--- src/sv/pts_ram.sv ---
// ----------------------------------------------------------------------------
// pts_ram
// generic single-port write, single-port read ram with registered read
// ----------------------------------------------------------------------------
`default_nettype none

module pts_ram #(
    parameter int WIDTH = 8,
    parameter int DEPTH = 16
) (
    input  wire logic                     clk,
    input  wire logic                     we,
    input  wire logic [$clog2(DEPTH)-1:0] waddr,
    input  wire logic [WIDTH-1:0]         wdata,
    input  wire logic [$clog2(DEPTH)-1:0] raddr,
    output logic      [WIDTH-1:0]         rdata
);

    logic [WIDTH-1:0] mem [DEPTH];

    always_ff @(posedge clk)
    begin
        if (we)
        begin
            mem[waddr] <= wdata;
        end
        rdata <= mem[raddr];
    end

endmodule

`default_nettype wire

--- config.mk ---
export PLATFORM = sky130hd
export DESIGN_NAME = pts_ram
export DESIGN_NICKNAME = d
export VERILOG_FILES = /design/src/sv/pts_ram.sv
export SDC_FILE = /design/constraint.sdc
export NUM_CORES = 1
export LEC_CHECK = 0
export ABC_AREA = 1
export ABC_CLOCK_PERIOD_IN_PS = 1380
export BUFFER_PORTS_ARGS = -buffer_cell sky130_fd_sc_hd__buf_2
export CORE_MARGIN = 2
export CORE_UTILIZATION = 53
export CTS_CLUSTER_DIAMETER = 60
export CTS_CLUSTER_SIZE = 12
export DETAILED_ROUTE_END_ITERATION = 16
export GPL_TIMING_DRIVEN = 0
export PLACE_DENSITY = 0.7
export SYNTH_ARGS = -nofsm -noshare
export SYNTH_HDL_FRONTEND = slang
export SYNTH_SLANG_ARGS = --single-unit
export TNS_END_PERCENT = 100
--- constraint.sdc ---
create_clock -name clk -period 1.38 [get_ports clk]
set_input_delay 0.138 -clock clk [delete_from_list [all_inputs] [get_ports clk]]
set_output_delay 0.138 -clock clk [all_outputs]
set_load 0.1 [all_outputs]
; ---- Word level (Yosys, flattened, before mapping)
; Memories as Yosys holds them, arrays and structs flattened. A register that Yosys moved wholly into a read port is not among the register bits.
; Cells that the tools add are included.
[word_totals]
reg_bits = 0
ramBits = 128
input_bits = 18
out_inout_bits = 8
n_memories = 1
[mem_list]
columns = memory, words, width, rd, rd_ports_with_merged_regs, wr, line
row1 = mem, 16, 8, 1, 1, 1, 19  ; logic [WIDTH-1:0] mem [DEPTH];
[classes]
n_mux = 2
[ops]
columns = op, n
row1 = 1-bit 2-to-1 mux, 2

; ---- Longest topological paths before layout
; Gate-level depths: netlist of the first run.
[depth]
word_depth = 2
depth_mapped = 8
depth_no_buf = 7

; ---- Worst setup path after synthesis of the first run
; No wires, ideal clock.
[synth_timing]
path_type = input -> register
from = input waddr[2]
to = memory mem[10][0], enable pin
t_arrival_ps = 719
setup_slack_ps = 291
path_stages = 2
n_path_buf = 0
cell_sequence = nand3b_1 -> nor2_1
[synth_lines]
columns = element, line
row1 = start: declaration, 13  ; input wire logic [$clog2(DEPTH)-1:0] waddr,
row2 = end: declaration, 19
; No word-level cell before the write port.

; ---- Worst setup path after layout of the first run
[layout_timing]
from = register rdata[7], read port of mem
to = output rdata[7]
[layout_lines]
columns = element, line
row1 = start: declaration, 16  ; output logic [WIDTH-1:0] rdata
; No word-level cell between the ends.

==> results of run 1 <==
-- sequential cells by signal, summed over array words and instances (netlist names) --
| signal | count |
|---|---|
| rdata | 8 |
| mem | 128 |
-- cells in the final DEF (no fill, tap or decap), types with 3 or more instances in the layout --
| master | n |
|---|---|
| sky130_fd_sc_hd__edfxtp_1 | 128 |
| sky130_fd_sc_hd__nand2_1 | 173 |
| sky130_fd_sc_hd__clkbuf_16 | 16 |
| sky130_fd_sc_hd__bufinv_16 | 5 |
| sky130_fd_sc_hd__dfxtp_1 | 8 |
| sky130_fd_sc_hd__nor2_1 | 17 |
| sky130_fd_sc_hd__nand3_1 | 97 |
| sky130_fd_sc_hd__inv_1 | 100 |
| sky130_fd_sc_hd__buf_2 | 27 |
| sky130_fd_sc_hd__buf_4 | 12 |
| sky130_fd_sc_hd__clkinvlp_4 | 3 |
| sky130_fd_sc_hd__buf_6 | 6 |
-- what timing repair did --
| item | 4_1_cts | 5_1_grt |
|---|---|---|
| hold buffers | 1 | 0 |
| setup endpoints to repair | 8 | 0 |
| resized for setup | 8 | 0 |
| hold endpoints to repair | 9 | 0 |
-- how the worst max path moves through the flow --
| stage | cells after the start | startpoint | slack, ns | to |
|---|---|---|---|---|
| 3_5_place_dp | 3 | waddr[3] | -0.31 | mem[7][2] |
| 4_1_cts | 1 | rdata[7] | 0.09 | rdata[7] |
| 5_1_grt | 1 | rdata[6] | 0.08 | rdata[6] |
| 2_1_floorplan | 2 | waddr[2] | 0.29 | mem[10][0] |
| 6_report | 1 | rdata[7] | 0.11 | rdata[7] |
| 3_3_place_gp | 3 | waddr[3] | -0.27 | mem[7][2] |
-- per-layer routing --
metal	track usage, %	routed length [µm]	vias up
met1	35.54	5667	1852
met2	37.60	6121	192
met5	0	0	-
met4	12.55	474	0
li1	-	-	1856
met3	6.811	1257	40
-- cells by family after synthesis --
logic type,after synthesis
buffers and inverters,126
DFF,136
and+or+nand+nor,289
-- where the power goes --
part | internal (mW) | switching (mW) | total (mW)
Combinational | 0.195 | 0.612 | 0.807
Sequential | 4.62 | 0.0235 | 4.64
Clock | 3.10 | 1.69 | 4.79
Total | 7.92 | 2.32 | 10.2
-- through the flow --
| step | setup slack [ns] | util [%] |
|---|---|---|
| floorplan | 0.2912 | - |
| detailed placement | -0.3093 | 56.32 |
| CTS | 0.08945 | 62.41 |
| global route | 0.07583 | 62.41 |
| global placement | -0.2714 | 56.32 |
| finish | 0.1116 | 62.41 |
-- area by class of cell --
class / count / share of cell area [%]
Multi-Input combinational cell: 289 / 18.10
Clock inverter: 13 / 3.022
Sequential cell: 136 / 59.70
Clock buffer: 19 / 6.287
Inverter: 102 / 5.709
Tap cell: 140 / 2.612
Buffer: 24 / 2.481
Timing Repair Buffer: 23 / 2.090
==> impl_metrics.toml, run 1 <==
[critical_path]
timing.rr.end = "rdata[0]"
worst-path-buf-inv = 1
critical_path.top_delay_family = "flip-flops"
critPathMaxStageDelay_ns = 0.31
worst_setup_path_start_kind = "flop"
critPathKind = "flop to output port"
r2r_start = "mem[6][0]"
r2r_cells = 6
crit_required_ns = 1.24
crit_path_cell_trace = "buf_4"
critical_path.slowest_cell = "sky130_fd_sc_hd__dfxtp_1"
arrival_ns = 1.13
regToRegSetupSlack_ns = 0.32
timing.critical_path.to_type = "output port"
crit_fanout = 1

[final_layout]
stdcell_count = 746
area.sequential_um2 = 4004
finish.net_count = 611
num-fill-cells = 874
area.growth.synth_to_final_pct = 16.29
design_area_um2 = 6706
n_diodes = 0
fraction_of_final_layout_cells_with_drive_strength_greater_than_1_pct = 12.38
multi_input_comb_area_um2 = 1214

[yosys]
postSynthNetCount = 569
ys_types = 12
largest_family_of_logic_cells_by_synthesized_area = "simple AND/OR/NAND/NOR gates"
synthTopCellsByArea = "sky130_fd_sc_hd__edfxtp_1 (67%), sky130_fd_sc_hd__nand2_1 (11%), sky130_fd_sc_hd__nand3_1 (8.4%), sky130_fd_sc_hd__inv_1 (6.5%), sky130_fd_sc_hd__dfxtp_1 (2.8%)"
synth-edff-count = 128
synth_flop_cell = "sky130_fd_sc_hd__edfxtp_1"
synth-adder-area-share_pct = 0
avgSynthCellArea_um2 = 10.47
synth_xor_area_share_pct = 0
netlist.top_cell.by_area = "sky130_fd_sc_hd__edfxtp_1"
synth.most_common_cell = "sky130_fd_sc_hd__nand2_1"
synth_mux_area_share_pct = 0
syn_inst = 551
synth-compound-area-share_pct = 0
synth-warning-count = 0
total_standard_cell_area_after_synthesis_um2 = 5767
post-synth-top-area-fraction_pct = 66.65
synth_seq_area_share_pct = 69.43
post_synth_most_frequent_cells = "sky130_fd_sc_hd__nand2_1 (173), sky130_fd_sc_hd__edfxtp_1 (128), sky130_fd_sc_hd__inv_1 (100)"
ys_async_sr_fraction_pct = 0
synth_simple_gate_area_share_pct = 21.05
yosys_register_bits = 136

[global_route]
grt_antenna_before_repair = 0
wire_length_of_the_first_global_routing_pass_mm = 21.06
overall_global_routing_usage_pct = 25.60
global_route.overflow_total = 0
maximum_number_of_pins_on_one_net_before_global_route_repair = 17
grt_pass1_vias = 3821

[clock_tree]
cts_tree = "done"
cts_inserted_buffers = 17
clk-insertion-delay-late_ns = 0.54
cts-root-buf = "sky130_fd_sc_hd__clkbuf_8"
htreeDepth = 4
cts_buffer_depth = 2
cts.reportedPaths.clkPinSlew_ns = 0.06
cts.sink_count = 136
postCtsSetupRepairBufs = 0

[place]
post-place-cells = 713
placement.cell_area_um2 = 6052
port_buffers = 22
gpl.final_weighted_congestion = 0.9679
hpwlAfterDp_mm = 8.674

[drt]
drt_wl_total_mm = 13.52
remaining_drc_errors = 0
drtAntennaViolNets = 0
starting_drc_count_in_detailed_routing = 475
via_count = 3940
detailed_route_vias_per_instance = 5.282
first_pass_iters = 6
wl_per_cell_um = 18.12

[die]
initial_core_util_pct = 53.67
die_area_um2 = 11730
fp.dieW_um = 108.3
row_count = 38
core_area_um2 = 10750
die_y_um = 108.3
design.portCount = 26

[power_and_ir_drop]
power.total_mw = 10.24
peakVddDrop_mv = 0.8453
static_leakage_nw = 2.914
power_density_nw_per_um2 = 1527

[sta]
max_slew.worst_pin.slew_ns = 1.008
finalCritPeriodShare_pct = 91.91
timing.final.max_slew_violations = 0
grt_setup_unrepaired = "no"
setup_violations = 0
fmax_mhz = 788.4
setup_tns_ns = 0
post-route-min-period_ns = 1.268
maxSlewHeadroom_pct = 32.54
final.setup_skew_ns = 0.007110
worst_hold_slack_ns = 0.02419
final_hold_viol_count = 0

[worst_hold_path]
min_delay_worst_endpoint = "mem[10][2]"
worstHoldPathType = "primary input to flop"
hold_start = "wdata[2]"
timing.hold.worst_path_depth = 1

[run_status]
outcome = "completed"

[job]
max_cap_violations = 0
Note: power is estimated with default switching activity, not from simulation.
==> run 2, diff against run 1 <==
SETUP_SLACK_MARGIN = 0.5   (was not set)
==> impl_metrics.toml, run 2 (same netlist as run 1, synthesis figures left out) <==
[global_route]
maximum_number_of_pins_on_one_net_before_global_route_repair = 17
grt_pass1_vias = 3889
wire_length_of_the_first_global_routing_pass_mm = 21.33
overall_global_routing_usage_pct = 25.80
global_route.overflow_total = 0
grt_antenna_before_repair = 0

[critical_path]
crit_path_cell_trace = "buf_12"
worst-path-buf-inv = 1
r2r_start = "mem[7][3]"
critPathMaxStageDelay_ns = 0.34
arrival_ns = 1.06
timing.critical_path.to_type = "output port"
worst_setup_path_start_kind = "flop"
crit_fanout = 1
critPathKind = "flop to output port"
critical_path.top_delay_family = "flip-flops"
crit_required_ns = 1.24
critical_path.slowest_cell = "sky130_fd_sc_hd__dfxtp_2"
worstSetupStartpoint = "rdata[5]"

[place]
hpwlAfterDp_mm = 8.666
port_buffers = 22
placement.cell_area_um2 = 6157
gpl.final_weighted_congestion = 0.8779
worst_setup_slack_before_clock_tree_synthesis_ns = -0.1242

[sta]
max_slew.worst_pin.slew_ns = 0.5906
timing.final.max_slew_violations = 0
fmax_mhz = 836.5
finalCritPeriodShare_pct = 86.63
setup_violations = 0
maxSlewHeadroom_pct = 60.63
final_hold_viol_count = 0
grt_setup_unrepaired = "yes"
post-route-min-period_ns = 1.195
worst_slack_ns = 0.1845
worst_hold_slack_ns = 0.02242
final.setup_skew_ns = 0.01173
setup_tns_ns = 0

[final_layout]
top_regs = "mem: 128 flops, rdata: 8 flops"
mostFrequentLayoutCells = "sky130_fd_sc_hd__nand2_1 (156), sky130_fd_sc_hd__edfxtp_1 (128), sky130_fd_sc_hd__inv_1 (97), sky130_fd_sc_hd__nand3_2 (56), sky130_fd_sc_hd__nand3_1 (38)"
layout.cells.most_common = "sky130_fd_sc_hd__nand2_1"
finish.net_count = 617
fraction_of_final_layout_cells_with_drive_strength_greater_than_1_pct = 30.39
n_diodes = 0
num-fill-cells = 775
design_area_um2 = 7342
regMostFlops = "mem"
largest_register_ff_count = 128
area.growth.synth_to_final_pct = 27.32

[die]
die_y_um = 108.3
core_area_um2 = 10750
fp.dieW_um = 108.3
initial_core_util_pct = 53.67
design.portCount = 26
die_area_um2 = 11730
row_count = 38

[clock_tree]
cts_inserted_buffers = 17
htreeDepth = 4
cts_tree = "done"
cts-root-buf = "sky130_fd_sc_hd__clkbuf_8"
cts.sink_count = 136
clk-insertion-delay-late_ns = 0.54
cts.reportedPaths.clkPinSlew_ns = 0.06
cts_buffer_depth = 2

[drt]
starting_drc_count_in_detailed_routing = 386
wl_per_cell_um = 19.38
detailed_route_vias_per_instance = 5.520
remaining_drc_errors = 0
drtAntennaViolNets = 0
drt_wl_total_mm = 14.58
via_count = 4151
first_pass_iters = 7

[power_and_ir_drop]
power.total_mw = 10.15
pwr-share-clk_pct = 43.9
peakVddDrop_mv = 0.8553
total_switching_power_mw = 2.381
power_frac_comb_pct = 10.1
static_leakage_nw = 3.103
power_density_nw_per_um2 = 1383
cell_internal_power_mw = 7.771
p_sw_share_pct = 23.45
power.share.sequential_pct = 46.0

[worst_hold_path]
worstHoldPathType = "primary input to flop"
hold_start = "wdata[5]"

[job]
max_cap_violations = 0

[run_status]
outcome = "completed"
-- run 2: per-layer routing --
metal	global-route usage [%]	vias up	routed length (µm)
met4	12.73	0	420
met2	39.35	237	6918
met1	35.09	2003	6005
met5	0	-	0
li1	-	1876	-
met3	5.967	35	1231
-- run 2: cell type report --
cell class                      instances  area, µm²  share of cell area, %
Timing Repair Buffer                   29      320.3                  4.363
Buffer                                 24      166.4                  2.267
Clock buffer                           23      456.7                  6.220
Sequential cell                       136       4014                  54.67
Clock inverter                          9      125.1                  1.704
Multi-Input combinational cell        289       1702                  23.18
Tap cell                              140      175.2                  2.386
Inverter                              102      382.9                  5.215
-- run 2: timing repair --
action | in CTS | in global routing
endpoints found under the setup margin | 48 | 72
pin swaps | 21 | 39
setup buffers | 0 | 7
cloned | 0 | 0
hold buffers | 0 | 0
resized for setup | 62 | 58
-- run 2: metrics by stage --
stage                     std cells  utilization [%]
after global placement          713            57.30
after global routing            752            68.33
final                           752            68.33
after floorplan                 551                -
after detailed placement        713            57.30
after CTS                       745            65.18
-- run 2: power groups by stage --
stage	clock [mW]	sequential, mW	combinational [mW]
detailed placement	0	4.73	0.801
finish	4.46	4.67	1.03
global route	4.66	4.67	1.08
floorplan	0	4.93	0.346
CTS	4.48	4.66	0.928
global placement	0	4.73	0.787
-- run 2: path summary, 6_finish.rpt --
kind                                   to  slack [ns]  depth (start not counted)
worst max register to register   rdata[3]        0.36                          6
worst min-delay path            mem[2][5]        0.02                          1
worst min register to register   rdata[2]        0.69                          6
worst max-delay path             rdata[5]        0.18                          1
